**config.mk**
```make
export PLATFORM = sky130hd
export DESIGN_NAME = hw_context_binder_unit_flat
export DESIGN_NICKNAME = d
export VERILOG_FILES = /design/src/hdl/hcb_pkg.sv /design/src/hdl/hcb_intf.sv /design/src/hdl/hcb_ctrl.sv /design/src/hdl/hcb_datapath.sv /design/src/hdl/hw_context_binder_unit.sv /design/src/flat_wrapper.sv
export SDC_FILE = /design/constraint.sdc
export NUM_CORES = 1
export LEC_CHECK = 0
export ABC_AREA = 1
export BUFFER_PORTS_ARGS = -buffer_cell sky130_fd_sc_hd__buf_2
export CORE_MARGIN = 2
export CORE_UTILIZATION = 45
export CTS_CLUSTER_DIAMETER = 150
export DETAILED_ROUTE_END_ITERATION = 16
export GPL_TIMING_DRIVEN = 1
export HOLD_SLACK_MARGIN = 0.12
export PLACE_DENSITY_LB_ADDON = 0.15
export SLEW_MARGIN = 20
export SYNTH_ARGS = -nofsm -noshare
export SYNTH_HDL_FRONTEND = slang
export SYNTH_SLANG_ARGS = --single-unit
```
**constraint.sdc**
```tcl
create_clock -name clk -period 7.3 [get_ports clk]
set_input_delay 0.365 -clock clk [delete_from_list [all_inputs] [get_ports clk]]
set_output_delay 0.365 -clock clk [all_outputs]
set_load 0.02 [all_outputs]
```
**src/hdl/hcb_pkg.sv**
```systemverilog
`timescale 1ns / 1ps
// ----------------------------------------------------------------------------
// hcb_pkg
// Shared widths, codes and payload types of the hardware context binder.
// ----------------------------------------------------------------------------
package hcb_pkg;

	localparam int OWNER_W   = 16;
	localparam int MASK_W    = 4;
	localparam int COUNT_W   = 8;
	localparam int OUT_IDX_W = 2;
	localparam int CFG_IDX_W = 2;

	localparam logic [COUNT_W-1:0] COUNT_MAX = 8'd255;

	// request commands
	localparam logic CMD_BIND   = 1'b0;
	localparam logic CMD_UNBIND = 1'b1;

	// configuration register indexes
	localparam logic [CFG_IDX_W-1:0] CFG_SEQUENCER_MASK = 2'd0;
	localparam logic [CFG_IDX_W-1:0] CFG_RESERVED_MASK  = 2'd1;

	typedef enum logic [2:0] {
		ST_BOUND     = 3'd0,
		ST_ALREADY   = 3'd1,
		ST_NONE_FREE = 3'd2,
		ST_RELEASED  = 3'd3,
		ST_HELD      = 3'd4,
		ST_NOT_BOUND = 3'd5
	} status_t;

	typedef struct packed {
		logic               cmd;
		logic [OWNER_W-1:0] owner_id;
		logic               slice_req;
		logic               nr3d_on;
		logic               slow_motion;
		logic               pyramid_on;
	} req_payload_t;

	typedef struct packed {
		status_t              status;
		logic [OUT_IDX_W-1:0] context_index;
		logic [COUNT_W-1:0]   use_count;
	} rsp_payload_t;

	// controller to datapath
	typedef struct packed {
		logic load;
		logic exec;
	} dp_cmd_t;

	// datapath to controller
	typedef struct packed {
		logic rsp_full;
	} dp_status_t;

endpackage

```
**src/hdl/hcb_intf.sv**
```systemverilog
`timescale 1ns / 1ps
// ----------------------------------------------------------------------------
// hcb_intf
// Request, response and configuration channels of the context binder.
// ----------------------------------------------------------------------------
interface hcb_req_if;
	import hcb_pkg::*;
	logic               valid;
	logic               ready;
	logic               cmd;
	logic [OWNER_W-1:0] owner_id;
	logic               slice_req;
	logic               nr3d_on;
	logic               slow_motion;
	logic               pyramid_on;

	modport source (output valid, cmd, owner_id, slice_req, nr3d_on, slow_motion,
		pyramid_on, input ready);
	modport sink (input valid, cmd, owner_id, slice_req, nr3d_on, slow_motion,
		pyramid_on, output ready);
endinterface

interface hcb_rsp_if;
	import hcb_pkg::*;
	logic                 valid;
	logic                 ready;
	logic [2:0]           status;
	logic [OUT_IDX_W-1:0] context_index;
	logic [COUNT_W-1:0]   use_count;

	modport source (output valid, status, context_index, use_count, input ready);
	modport sink (input valid, status, context_index, use_count, output ready);
endinterface

interface hcb_cfg_if;
	import hcb_pkg::*;
	logic                 valid;
	logic                 ready;
	logic [CFG_IDX_W-1:0] index;
	logic [MASK_W-1:0]    data;

	modport source (output valid, index, data, input ready);
	modport sink (input valid, index, data, output ready);
endinterface

```
**src/hdl/hcb_ctrl.sv**
```systemverilog
`timescale 1ns / 1ps
// ----------------------------------------------------------------------------
// hcb_ctrl
// Request sequencer: take one request, then execute it once the response
// register has room.
// ----------------------------------------------------------------------------
module hcb_ctrl (
	input  logic                clk,
	input  logic                arst_n,
	input  logic                req_valid,
	output logic                req_ready,
	input  hcb_pkg::dp_status_t dp_status,
	output hcb_pkg::dp_cmd_t    dp_cmd
);
	import hcb_pkg::*;

	typedef enum logic {
		S_IDLE,
		S_EXEC
	} state_t;

	state_t state_q;
	logic   ready_q;

	assign req_ready   = ready_q;
	assign dp_cmd.load = req_valid && ready_q;
	assign dp_cmd.exec = (state_q == S_EXEC) && !dp_status.rsp_full;

	always_ff @(posedge clk or negedge arst_n) begin
		if (!arst_n) begin
			state_q <= S_IDLE;
			ready_q <= 1'b1;
		end else begin
			case (state_q)
				S_IDLE: begin
					if (req_valid && ready_q) begin
						state_q <= S_EXEC;
						ready_q <= 1'b0;
					end
				end
				S_EXEC: begin
					// hold until the response register can take the result
					if (!dp_status.rsp_full) begin
						state_q <= S_IDLE;
						ready_q <= 1'b1;
					end
				end
				default: begin
					state_q <= S_IDLE;
					ready_q <= 1'b1;
				end
			endcase
		end
	end

endmodule

```
**src/hdl/hcb_datapath.sv**
```systemverilog
`timescale 1ns / 1ps
// ----------------------------------------------------------------------------
// hcb_datapath
// Context table, owner lookup, free-context search and response register.
// ----------------------------------------------------------------------------
module hcb_datapath #(
	parameter int CONTEXTS = 4
) (
	input  logic                            clk,
	input  logic                            arst_n,
	input  hcb_pkg::dp_cmd_t                dp_cmd,
	output hcb_pkg::dp_status_t             dp_status,
	input  hcb_pkg::req_payload_t           req_data,
	input  logic                            cfg_we,
	input  logic [hcb_pkg::CFG_IDX_W-1:0]   cfg_index,
	input  logic [hcb_pkg::MASK_W-1:0]      cfg_data,
	output logic                            rsp_valid,
	input  logic                            rsp_ready,
	output hcb_pkg::rsp_payload_t           rsp_data
);
	import hcb_pkg::*;

	localparam int IDX_W = (CONTEXTS > 1) ? $clog2(CONTEXTS) : 1;

	// configuration
	logic [MASK_W-1:0] seq_mask_q;
	logic [MASK_W-1:0] res_mask_q;

	// context table
	logic [CONTEXTS-1:0] valid_q;
	logic [OWNER_W-1:0]  tag_q [CONTEXTS];
	logic [COUNT_W-1:0]  cnt_q [CONTEXTS];

	req_payload_t req_q;
	rsp_payload_t rsp_q;
	logic         rsp_valid_q;

	logic [CONTEXTS-1:0] seq_vec;
	logic [CONTEXTS-1:0] res_vec;
	logic [CONTEXTS-1:0] hit_vec;
	logic [CONTEXTS-1:0] free_vec;
	logic [CONTEXTS-1:0] cand0_vec;
	logic [CONTEXTS-1:0] cand1_vec;
	logic [IDX_W-1:0]    hit_idx;
	logic [IDX_W-1:0]    cand0_idx;
	logic [IDX_W-1:0]    cand1_idx;
	logic                must;
	logic                want;
	logic [COUNT_W-1:0]  hit_cnt;
	logic [COUNT_W-1:0]  cnt_inc;
	logic [COUNT_W-1:0]  cnt_dec;

	logic               wr_en;
	logic [IDX_W-1:0]   wr_idx;
	logic               wr_valid;
	logic [OWNER_W-1:0] wr_tag;
	logic [COUNT_W-1:0] wr_cnt;
	status_t            nxt_status;
	logic [IDX_W-1:0]   nxt_idx;
	logic [COUNT_W-1:0] nxt_cnt;
	logic [IDX_W+1:0]   nxt_idx_ext;

	// mask bits exist only for the low contexts
	for (genvar g = 0; g < CONTEXTS; g++) begin : g_mask
		if (g < MASK_W) begin : g_in
			assign seq_vec[g] = seq_mask_q[g];
			assign res_vec[g] = res_mask_q[g];
		end else begin : g_out
			assign seq_vec[g] = 1'b0;
			assign res_vec[g] = 1'b0;
		end
		assign hit_vec[g]  = valid_q[g] && (tag_q[g] == req_q.owner_id);
		assign free_vec[g] = !valid_q[g] && !res_vec[g];
	end

	assign must      = (req_q.slice_req && req_q.nr3d_on) || req_q.slow_motion ||
		req_q.pyramid_on;
	assign want      = req_q.slice_req || must;
	assign cand0_vec = free_vec & ~(seq_vec ^ {CONTEXTS{want}});
	assign cand1_vec = must ? '0 : free_vec;

	// lowest set bit wins
	always_comb begin
		hit_idx   = '0;
		cand0_idx = '0;
		cand1_idx = '0;
		for (int i = CONTEXTS - 1; i >= 0; i--) begin
			if (hit_vec[i])   hit_idx   = IDX_W'(i);
			if (cand0_vec[i]) cand0_idx = IDX_W'(i);
			if (cand1_vec[i]) cand1_idx = IDX_W'(i);
		end
	end

	assign hit_cnt = cnt_q[hit_idx];
	assign cnt_inc = (hit_cnt != COUNT_MAX) ? hit_cnt + 1'b1 : hit_cnt;
	assign cnt_dec = (hit_cnt != '0) ? hit_cnt - 1'b1 : hit_cnt;

	always_comb begin
		wr_en      = 1'b0;
		wr_idx     = hit_idx;
		wr_valid   = 1'b1;
		wr_tag     = req_q.owner_id;
		wr_cnt     = cnt_inc;
		nxt_status = ST_NONE_FREE;
		nxt_idx    = '0;
		nxt_cnt    = '0;
		case (req_q.cmd)
			CMD_BIND: begin
				if (|hit_vec) begin
					wr_en      = 1'b1;
					nxt_status = ST_ALREADY;
					nxt_idx    = hit_idx;
					nxt_cnt    = cnt_inc;
				end else if (|cand0_vec || |cand1_vec) begin
					wr_en      = 1'b1;
					wr_idx     = (|cand0_vec) ? cand0_idx : cand1_idx;
					wr_cnt     = COUNT_W'(1);
					nxt_status = ST_BOUND;
					nxt_idx    = wr_idx;
					nxt_cnt    = COUNT_W'(1);
				end
			end
			CMD_UNBIND: begin
				if (!(|hit_vec)) begin
					nxt_status = ST_NOT_BOUND;
				end else if (cnt_dec == '0) begin
					wr_en      = 1'b1;
					wr_valid   = 1'b0;
					wr_tag     = '0;
					wr_cnt     = '0;
					nxt_status = ST_RELEASED;
					nxt_idx    = hit_idx;
				end else begin
					wr_en      = 1'b1;
					wr_cnt     = cnt_dec;
					nxt_status = ST_HELD;
					nxt_idx    = hit_idx;
					nxt_cnt    = cnt_dec;
				end
			end
			default: begin
				nxt_status = ST_NONE_FREE;
			end
		endcase
	end

	assign nxt_idx_ext = {2'b00, nxt_idx};

	always_ff @(posedge clk or negedge arst_n) begin
		if (!arst_n) begin
			seq_mask_q <= '0;
			res_mask_q <= '0;
		end else if (cfg_we) begin
			case (cfg_index)
				CFG_SEQUENCER_MASK: seq_mask_q <= cfg_data;
				CFG_RESERVED_MASK:  res_mask_q <= cfg_data;
				default: begin
				end
			endcase
		end
	end

	always_ff @(posedge clk) begin
		if (dp_cmd.load) begin
			req_q <= req_data;
		end
	end

	always_ff @(posedge clk or negedge arst_n) begin
		if (!arst_n) begin
			valid_q <= '0;
		end else if (dp_cmd.exec && wr_en) begin
			for (int i = 0; i < CONTEXTS; i++) begin
				if (wr_idx == IDX_W'(i)) valid_q[i] <= wr_valid;
			end
		end
	end

	always_ff @(posedge clk) begin
		if (dp_cmd.exec && wr_en) begin
			for (int i = 0; i < CONTEXTS; i++) begin
				if (wr_idx == IDX_W'(i)) begin
					tag_q[i] <= wr_tag;
					cnt_q[i] <= wr_cnt;
				end
			end
		end
	end

	always_ff @(posedge clk or negedge arst_n) begin
		if (!arst_n) begin
			rsp_valid_q <= 1'b0;
		end else if (dp_cmd.exec) begin
			rsp_valid_q <= 1'b1;
		end else if (rsp_ready) begin
			rsp_valid_q <= 1'b0;
		end
	end

	always_ff @(posedge clk) begin
		if (dp_cmd.exec) begin
			rsp_q.status        <= nxt_status;
			rsp_q.context_index <= nxt_idx_ext[OUT_IDX_W-1:0];
			rsp_q.use_count     <= nxt_cnt;
		end
	end

	assign dp_status.rsp_full = rsp_valid_q && !rsp_ready;
	assign rsp_valid          = rsp_valid_q;
	assign rsp_data           = rsp_q;

endmodule

```
**src/hdl/hw_context_binder_unit.sv**
```systemverilog
`timescale 1ns / 1ps
// ----------------------------------------------------------------------------
// hw_context_binder_unit
// Reference-counted binder of software owners to a small pool of contexts.
// Requests are captured, then executed once the response register has room.
// The two-state sequencer (capture, then lookup, search and table update in
// the execute state) takes no new request until the last one has executed.
// Reset: all contexts unbound, both masks zero; no clearing pass is needed.
// ----------------------------------------------------------------------------
module hw_context_binder_unit #(
	parameter int CONTEXTS = 4
) (
	input logic       clk,
	input logic       arst_n,
	hcb_req_if.sink   req,
	hcb_rsp_if.source rsp,
	hcb_cfg_if.sink   cfg
);
	import hcb_pkg::*;

	dp_cmd_t      dp_cmd;
	dp_status_t   dp_status;
	req_payload_t req_data;
	rsp_payload_t rsp_data;
	logic         rsp_valid;

	// pack the request fields for the capture register
	assign req_data.cmd         = req.cmd;
	assign req_data.owner_id    = req.owner_id;
	assign req_data.slice_req   = req.slice_req;
	assign req_data.nr3d_on     = req.nr3d_on;
	assign req_data.slow_motion = req.slow_motion;
	assign req_data.pyramid_on  = req.pyramid_on;

	// masks only steer the search, so a write is always taken at once
	assign cfg.ready = 1'b1;

	hcb_ctrl u_ctrl (
		.clk       (clk),
		.arst_n    (arst_n),
		.req_valid (req.valid),
		.req_ready (req.ready),
		.dp_status (dp_status),
		.dp_cmd    (dp_cmd)
	);

	hcb_datapath #(
		.CONTEXTS (CONTEXTS)
	) u_datapath (
		.clk       (clk),
		.arst_n    (arst_n),
		.dp_cmd    (dp_cmd),
		.dp_status (dp_status),
		.req_data  (req_data),
		.cfg_we    (cfg.valid),
		.cfg_index (cfg.index),
		.cfg_data  (cfg.data),
		.rsp_valid (rsp_valid),
		.rsp_ready (rsp.ready),
		.rsp_data  (rsp_data)
	);

	// drive the response channel from the output register
	assign rsp.valid         = rsp_valid;
	assign rsp.status        = rsp_data.status;
	assign rsp.context_index = rsp_data.context_index;
	assign rsp.use_count     = rsp_data.use_count;

	// a request transfer closes the request side until it has executed
	a_busy_after_transfer: assert property (@(posedge clk) disable iff (!arst_n)
		(req.valid && req.ready) |=> !req.ready)
		else $error("request taken while another is in execution");

	// a new result only appears from an execute cycle
	a_result_from_exec: assert property (@(posedge clk) disable iff (!arst_n)
		$rose(rsp.valid) |-> $past(!req.ready))
		else $error("result appeared without an executing request");

	// a fresh binding, a release and a miss report fixed counts
	a_bound_count: assert property (@(posedge clk) disable iff (!arst_n)
		(rsp.valid && rsp.status == ST_BOUND) |-> (rsp.use_count == COUNT_W'(1)))
		else $error("new binding with count other than one");

	a_released_count: assert property (@(posedge clk) disable iff (!arst_n)
		(rsp.valid && (rsp.status == ST_RELEASED || rsp.status == ST_NOT_BOUND))
		|-> (rsp.use_count == '0))
		else $error("release or miss with nonzero count");

endmodule

```
**src/flat_wrapper.sv**
```systemverilog
// flat-port wrapper written by rule: the top's interface ports become plain ports
module hw_context_binder_unit_flat import hcb_pkg::*;
#(
	parameter int CONTEXTS = 4
)
  (clk, arst_n, req_valid, req_cmd, req_owner_id, req_slice_req, req_nr3d_on, req_slow_motion, req_pyramid_on, req_ready, rsp_valid, rsp_status, rsp_context_index, rsp_use_count, rsp_ready, cfg_valid, cfg_index, cfg_data, cfg_ready);
  hcb_req_if req_i ();
  hcb_rsp_if rsp_i ();
  hcb_cfg_if cfg_i ();
  input logic clk;
  input logic arst_n;
  input wire logic [$bits(req_i.valid)-1:0] req_valid;
  input wire logic [$bits(req_i.cmd)-1:0] req_cmd;
  input wire logic [$bits(req_i.owner_id)-1:0] req_owner_id;
  input wire logic [$bits(req_i.slice_req)-1:0] req_slice_req;
  input wire logic [$bits(req_i.nr3d_on)-1:0] req_nr3d_on;
  input wire logic [$bits(req_i.slow_motion)-1:0] req_slow_motion;
  input wire logic [$bits(req_i.pyramid_on)-1:0] req_pyramid_on;
  output wire logic [$bits(req_i.ready)-1:0] req_ready;
  output wire logic [$bits(rsp_i.valid)-1:0] rsp_valid;
  output wire logic [$bits(rsp_i.status)-1:0] rsp_status;
  output wire logic [$bits(rsp_i.context_index)-1:0] rsp_context_index;
  output wire logic [$bits(rsp_i.use_count)-1:0] rsp_use_count;
  input wire logic [$bits(rsp_i.ready)-1:0] rsp_ready;
  input wire logic [$bits(cfg_i.valid)-1:0] cfg_valid;
  input wire logic [$bits(cfg_i.index)-1:0] cfg_index;
  input wire logic [$bits(cfg_i.data)-1:0] cfg_data;
  output wire logic [$bits(cfg_i.ready)-1:0] cfg_ready;
  assign req_i.valid = req_valid;
  assign req_i.cmd = req_cmd;
  assign req_i.owner_id = req_owner_id;
  assign req_i.slice_req = req_slice_req;
  assign req_i.nr3d_on = req_nr3d_on;
  assign req_i.slow_motion = req_slow_motion;
  assign req_i.pyramid_on = req_pyramid_on;
  assign req_ready = req_i.ready;
  assign rsp_valid = rsp_i.valid;
  assign rsp_status = rsp_i.status;
  assign rsp_context_index = rsp_i.context_index;
  assign rsp_use_count = rsp_i.use_count;
  assign rsp_i.ready = rsp_ready;
  assign cfg_i.valid = cfg_valid;
  assign cfg_i.index = cfg_index;
  assign cfg_i.data = cfg_data;
  assign cfg_ready = cfg_i.ready;
  hw_context_binder_unit #(.CONTEXTS(CONTEXTS)) u_core (.clk(clk), .arst_n(arst_n), .req(req_i), .rsp(rsp_i), .cfg(cfg_i));
endmodule
```
==> flow_metrics.tcl, run 1 <==
set metrics [dict create \
    vias 6265 \
    synth-compound-area-share_pct 4.04 \
    peakVddDrop_v 0.000175 \
    post_dp_cell_area_sq_um 8420 \
    ys_async_sr_fraction_pct 10.3 \
    start_kind "flop" \
    ys_ff_latch 145 \
    arrival_ns 4.60 \
    setup_viol 0 \
    crit_type "reg -> reg" \
    cp-end-kind "flop" \
    port_buffers 46 \
    top_usage_layer "met2" \
    start_util_pct 46.0 \
    die_height_um 137 \
    clk_pin_slew_ns 0.06 \
    power_w 0.00253 \
    outcome "finished, final reports clean" \
    ys_warn_count 0 \
    synth_simple_gate_area_share_pct 31.8 \
    wl_per_cell_um 15.8 \
    viasPerCell 4.98 \
    grt_pass1_wl_mm 31.3 \
    p_leak_nw 4.16 \
    finClkSkew_ns 0.00951 \
    synth.net_count 976 \
    maxCapViolations 0 \
    cts-htree-levels 4 \
    antenna_found_initial 0 \
    synthCells 942 \
    power_density_nw_per_um2 274 \
    synth_edf_count 130 \
    cp.required_ns 7.48 \
    synth-seq-area-share_pct 53.8 \
    finalHoldViolCount 0 \
    ctsLongestPathBuffers 2 \
    root_buffer "clkbuf_16" \
    dr.pass1.iters 5 \
    period_share_pct 60.7 \
    io_pins 48 \
    synth_area_leaders "edfxtp_1 (49%), nand2_1 (13%), nand3_1 (5.9%), inv_1 (5.4%), nor2_1 (4.4%)" \
    timing.setup.tns_ns 0 \
    cts_buffers 17 \
    r2r-start "u_core.u_datapath.req_q[6]" \
    synth_top_family_by_area "simple AND/OR/NAND/NOR gates" \
    dieArea_sq_um 18800 \
    track_usage_pct 22.5 \
    r2r_slack_ns 2.87 \
    slew_headroom_pct 39.7 \
    drive_above_1_share_pct 15.1 \
    synth_adder_area_share_pct 0.314 \
    routed_wl_mm 19.9 \
    grtUsageMet1_pct 30.1 \
    fin_nets 1055 \
    reg2reg_to "u_core.u_datapath.tag_q[1][15]" \
    min_from "rsp_ready" \
    die_w_um 137 \
    place_congestion 1.02 \
    use_met2_pct 37.0 \
    postLayoutCellArea_sq_um 9220 \
    core_sq_um 17300 \
    grt_pass1_vias 5901 \
    hpwl_mm 14.8 \
    tightest_slew_ns 0.904 \
    clock_sinks 145 \
    gr-usage-met3_pct 4.00 \
    post_cts_buffers 0 \
    rsz0062_at_grt "no" \
    clock_latency_ns 0.43 \
    hold_path_class "in -> reg" \
    ys_types 39 \
    ys.flop_type "edfxtp_1" \
    hold_end "u_core.u_datapath.rsp_valid" \
    muxShareOfSynthArea_pct 0 \
    post-route-drc-count 0 \
    clock.fmax_mhz 226 \
    synth_xor_area_share_pct 2.29 \
    synth_top_area_cell "edfxtp_1" \
    worstPathMaxFanout 21 \
    globalRoute.totalOverflow 0 \
    yosysTopAreaCellShare_pct 49.0 \
    cts_tree "done" \
    fp-row-count 48 \
    grt_max_degree 26 \
    hold_depth 4 \
    ff2ff_path_depth 19 \
    synth_area_sq_um 7960 \
    area_growth_pct 15.8 \
    syn_area_per_cell_sq_um 8.45 \
    layout_min_cycle_time_ns 4.43 \
    drt_iter0_markers 516 \
    drv_slew 0 \
    antenna_cells 0 \
    drtAntennaViolNets 0 \
]
worst max-delay path: stages, from the launching register on:
cell and delay [ns]:
edfxtp_1 0.54, xnor2_1 0.31, inv_1 0.10, nor2_1 0.09, nand2_1 0.05, nor2_1 0.11, nand3_2 0.31, nand3_1 0.40
nand3_1 0.14, nand2_2 0.16, ha_1 0.19, nand3_2 0.14, nor2_4 0.20, nand2_1 0.07, a21oi_1 0.18, nand2_1 0.12
nor2_4 0.12, nand3_2 0.59, nand2_1 0.26, inv_2 0.07
worst max-delay path by stage:
stage	start	end	slack, ns	cells past startpoint
5_1_grt	u_core.u_datapath.req_q[18]	u_core.u_datapath.tag_q[1][15]	2.39	19
3_3_place_gp	u_core.u_datapath.req_q[6]	u_core.u_datapath.tag_q[1][15]	3.00	19
2_1_floorplan	u_core.u_datapath.req_q[11]	u_core.u_datapath.cnt_q[3][0]	3.86	17
4_1_cts	u_core.u_datapath.req_q[6]	u_core.u_datapath.tag_q[3][15]	2.87	19
6_report	u_core.u_datapath.req_q[6]	u_core.u_datapath.tag_q[1][15]	2.87	19
3_5_place_dp	u_core.u_datapath.req_q[6]	u_core.u_datapath.tag_q[2][15]	2.87	19
kinds of logic after synthesis:
family / count (synthesis)
xor gates and xnor gates: 20
buffers and inverters: 153
other: 1
adders and majority gates: 2
DFF: 145
AOI/OAI and AO/OA: 63
and+or+nand+nor: 558
registers in the layout, indices dropped and copies added, names as in the netlist:
name,count
u_core.u_ctrl.state_q,1
u_core.u_datapath.res_mask_q,4
u_core.u_datapath.rsp_data,13
u_core.u_datapath.valid_q,4
u_core.u_datapath.seq_mask_q,4
u_core.u_datapath.cnt_q,32
u_core.u_datapath.rsp_valid,1
u_core.u_datapath.tag_q,64
u_core.u_ctrl.req_ready,1
u_core.u_datapath.req_q,21
layout by cell type (no fill, tap or decap), types with 14 or more instances in the layout:
| cell | netlist | routed |
|---|---|---|
| buf_2 | 6 | 46 |
| clkbuf_16 | 0 | 19 |
| dfrtp_1 | 14 | 14 |
| dlygate4sd3_1 | 0 | 23 |
| edfxtp_1 | 130 | 130 |
| inv_1 | 114 | 114 |
| inv_2 | 25 | 25 |
| nand2_1 | 269 | 269 |
| nand2_2 | 24 | 24 |
| nand3_1 | 94 | 94 |
| nor2_1 | 94 | 90 |
| o21ai_0 | 43 | 43 |
power breakdown:
group | internal (W) | switching (W) | total (W)
combinational | 0.000172 | 0.000390 | 0.000561
sequential | 0.00106 | 0.0000774 | 0.00113
clock | 0.000504 | 0.000330 | 0.000834
total | 0.00173 | 0.000797 | 0.00253
repair_timing:
item | in CTS | in global routing
endpoints found under the hold margin | 36 | 0
gates resized for setup | 0 | 0
hold buffers | 23 | 0
Yosys cell counts, types with 2 or more instances:
cell type  instances
a21oi_1           13
and2_1             4
and3_1             3
buf_2              6
buf_4              4
buf_6              3
dfrtp_1           14
edfxtp_1         130
ha_1               2
inv_1            114
inv_2             25
nand2_1          269
nand2_2           24
nand2_4            3
nand3_1           94
nand3_2            6
nand3b_1           8
nand4_1           13
nor2_1            94
nor2_2             2
nor2_4             4
nor3_1            10
nor4_1             8
o21ai_0           43
o21ai_1            4
or2_1              7
or2_2              6
xnor2_1           11
xor2_1             8
metrics by stage:
stage | hold WS [ns] | utilization, % | cells | setup slack, ns
after CTS | 0.180 | 53.3 | 1259 | 2.87
after global placement | 0.290 | 48.7 | 1204 | 3.00
after floorplan | 0.0694 | - | 942 | 3.86
final | 0.192 | 53.3 | 1259 | 2.87
after detailed placement | 0.297 | 48.7 | 1204 | 2.87
after global routing | 0.203 | 53.3 | 1259 | 2.39
routing by layer:
metal  vias up  routed length [um]  share of wire [%]
met2       130                9470                 48
met5         -                   0                  0
li1       3227                   -                  -
met1      2884                9220                 46
met3        24                 849                4.3
met4         0                 365                1.8
final cells by class:
class / instances / area [sq um]
multi-input combinational: 644 / 3070
fill: 1644 / 8070
timing repair buffer: 73 / 490
clock buffer: 26 / 532
clock inverter: 6 / 40.0
tap: 225 / 282
sequential: 145 / 4280
inverter: 140 / 526
Power figures use the tool's default switching activity.
==> run 2, diff against run 1 <==
--- a/config.mk
+++ b/config.mk
@@ -5,7 +5,7 @@
 export SDC_FILE = /design/constraint.sdc
 export NUM_CORES = 1
 export LEC_CHECK = 0
-export ABC_AREA = 1
+export ABC_AREA = 0
 export BUFFER_PORTS_ARGS = -buffer_cell sky130_fd_sc_hd__buf_2
 export CORE_MARGIN = 2
 export CORE_UTILIZATION = 45
==> constraint.sdc (replaced) <==
create_clock -name clk -period 3.6 [get_ports clk]
set_input_delay 0.18 -clock clk [delete_from_list [all_inputs] [get_ports clk]]
set_output_delay 0.18 -clock clk [all_outputs]
set_load 0.02 [all_outputs]
==> run 2 against run 1 <==
  * The run now ends with setup timing left
  * Power rose by 47%
  * Area after synthesis fell by 11%
  * Clock power rose by 100%
  * Hold slack got worse by 0.0016 ns
  * Global-route usage rose by 1.1 points
  * Critical endpoint is now u_core.u_datapath.tag_q[1][0]
==> flow_metrics.tcl, run 2 <==
set metrics [dict create \
    outcome "complete, but fails checks" \
    violations "setup timing" \
    synthCells 561 \
    wl_per_cell_um 18.6 \
    setup_ws_ns -0.405 \
    grt_pass1_wl_mm 29.2 \
    layout_min_cycle_time_ns 4.00 \
    ys_types 75 \
    slew_headroom_pct 53.9 \
    track_usage_pct 23.6 \
    p_sw_w 0.000771 \
    drive_above_1_share_pct 43.5 \
    drv_slew 0 \
    synth_area_sq_um 7080 \
    internal-power_w 0.00294 \
    drtAntennaViolNets 0 \
    io_pins 48 \
    finalHoldViolCount 0 \
    worst-path-buf-inv 2 \
    cts_buffers 17 \
    seqCellArea_sq_um 4280 \
    grt_max_degree 27 \
    layoutNonFillerInstCount 1024 \
    synth.net_count 595 \
    crit_chain "xor2_2, or4_4, or4_4, nor2_4, a21oi_2, mux2i_1, mux2_4, ha_4, nand4_1, o32ai_2, o41ai_2, nor3_2, buf_4, buf_12, and2b_2" \
    netSwitchingFraction_pct 20.8 \
    worstPathMaxFanout 7 \
    crit_type "reg -> reg" \
    ctsLongestPathBuffers 2 \
    cp.required_ns 3.77 \
    syn_area_per_cell_sq_um 12.6 \
    reg.largest.list "u_core.u_datapath.tag_q: 64 flops, u_core.u_datapath.cnt_q: 32 flops, u_core.u_datapath.req_q: 21 flops" \
    cp-end-kind "flop" \
    ys_async_sr_fraction_pct 10.3 \
    arrival_ns 4.18 \
    drt_iter0_markers 276 \
    vias 5484 \
    maxCapViolations 0 \
    layout_common_cells "buf_4 (159), edfxtp_1 (130), buf_2 (46)" \
    core_sq_um 15300 \
    clk_pin_slew_ns 0.06 \
    die_height_um 129 \
    dieArea_sq_um 16800 \
    fin_nets 834 \
    cts-htree-levels 4 \
    area_growth_pct 43.8 \
    root_buffer "clkbuf_16" \
    tightest_slew_ns 0.690 \
    power_density_nw_per_um2 364 \
    yosysTopAreaCellShare_pct 55.1 \
    synth_edf_count 130 \
    crit_top_cell "or4_4" \
    synth_area_leaders "edfxtp_1 (55%), dfrtp_1 (4.9%), xnor2_1 (4.7%), xor2_1 (4.2%), mux2_2 (2.1%)" \
    period_share_pct 111 \
    finClkSkew_ns 0.0287 \
    dr.pass1.iters 5 \
    largest_reg_flops 64 \
    fin_util_pct 66.5 \
    place_congestion 0.908 \
    cp_slowest_stage_delay_ns 0.57 \
    synth_common_cells "edfxtp_1 (130), xnor2_1 (38), nor2_1 (35)" \
    cts_tree "done" \
    p_leak_nw 3.84 \
    routed_wl_mm 19.0 \
    power_frac_seq_pct 50.0 \
    antenna_cells 0 \
    setup_viol 106 \
    globalRoute.totalOverflow 0 \
    synth-seq-area-share_pct 60.5 \
    clock.fmax_mhz 250 \
    viasPerCell 5.36 \
    place_inst 934 \
    start_kind "flop" \
    clock_sinks 145 \
    start_util_pct 46.2 \
    cp_top_family "simple AND/OR/NAND/NOR gates" \
    ys_warn_count 0 \
    die_w_um 129 \
    comb_power_share_pct 4.3 \
    ys_ff_latch 145 \
    grt_pass1_vias 5637 \
    top_register "u_core.u_datapath.tag_q" \
    rsz0062_at_grt "yes" \
    fp-row-count 45 \
    post-route-drc-count 0 \
    pwr-share-clk_pct 45.7 \
    ys.flop_type "edfxtp_1" \
    multiInputGateArea_sq_um 3120 \
    final_common_cell "buf_4" \
    slowest_stage "or4_4" \
    hpwl_mm 13.5 \
    synth_top_area_cell "edfxtp_1" \
    fill_cells 1155 \
    port_buffers 46 \
    yosysMostFrequentCell "edfxtp_1" \
    hold_path_class "in -> async" \
    antenna_found_initial 0 \
    clock_latency_ns 0.43 \
    peakVddDrop_v 0.000327 \
]
run 2: per-stage QoR:
stage               area, sq um  TNS, ns  hold slack, ns  total power (W)  worst slack, ns
detailed placement         8640   -35.22           0.112          0.00202           -0.490
finish                    10200   -29.49           0.190          0.00371           -0.405
global placement           8640   -40.48          0.0967          0.00201           -0.550
floorplan                  7150   -18.52          -0.116          0.00196           -0.274
CTS                        9890   -21.19           0.190          0.00373           -0.342
global route              10200   -43.63           0.221          0.00382           -0.533
run 2: path summary, 6_finish.rpt:
kind                            cells after the start                        start                         endpoint  slack [ns]
worst max-delay path                               15  u_core.u_datapath.req_q[18]    u_core.u_datapath.tag_q[1][0]       -0.40
worst min-delay path                                2                       arst_n  u_core.u_datapath.res_mask_q[3]        0.19
worst max register to register                     15  u_core.u_datapath.req_q[18]    u_core.u_datapath.tag_q[1][0]       -0.40
worst min register to register                      2        u_core.u_ctrl.state_q      u_core.u_datapath.rsp_valid        0.52
max in group asynchronous                           2                       arst_n          u_core.u_ctrl.req_ready        3.11
min in group clk                                    3                 cfg_index[1]  u_core.u_datapath.seq_mask_q[3]        0.20
run 2: cell type report:
cell class | instances | share of cell area [%]
sequential | 145 | 42.0
multi-input combinational | 385 | 30.7
timing repair buffer | 246 | 18.9
clock buffer | 18 | 4.21
tap | 211 | 2.59
clock inverter | 14 | 1.38
inverter | 5 | 0.209
run 2: worst register-to-register path, delay by kind of cell (launching register included):
kind / cells / cell delay, ns
buffers and inverters: 2 / 0.32
AOI/OAI and AO/OA: 3 / 0.51
adders and majority gates: 1 / 0.16
xor gates and xnor gates: 1 / 0.19
and+or+nand+nor: 6 / 1.71
DFF: 1 / 0.48
muxes: 2 / 0.38
run 2: cell families after synthesis:
group                    count (synthesis)  synth area share (%)
XOR/XNOR                                72                  8.91
buffers and inverters                   31                  2.07
adder cells (fa/ha/maj)                  2                 0.353
AO/OA/AOI/OAI                           91                  9.38
flip-flops                             145                  60.5
AND/OR/NAND/NOR                        194                  15.0
multiplexers                            25                  3.76
other                                    1                0.0530
run 2: metal layers:
metal  vias to the layer above  GRT usage [%]  part of all wire, %
li1                       2592              -                    -
met1                      2684           28.5                   41
met2                       169           41.8                   52
met3                        39           4.46                  3.9
met4                         0           9.49                  2.9
met5                         -              0                    0
run 2: what timing repair did:
action,CTS,global route
hold buffers,28,0
setup buffers,17,12
resized for setup,62,40
pin swaps,12,15
hold endpoints to repair,46,0
gates cloned,0,1
setup endpoints to repair,111,183
run 2: power by group through the flow:
stage	combinational [W]	sequential, W	clock, W
detailed placement	0.000129	0.00189	0
CTS	0.000156	0.00186	0.00172
global placement	0.000122	0.00189	0
global route	0.000175	0.00186	0.00179
finish	0.000159	0.00186	0.00169
floorplan	0.0000768	0.00189	0
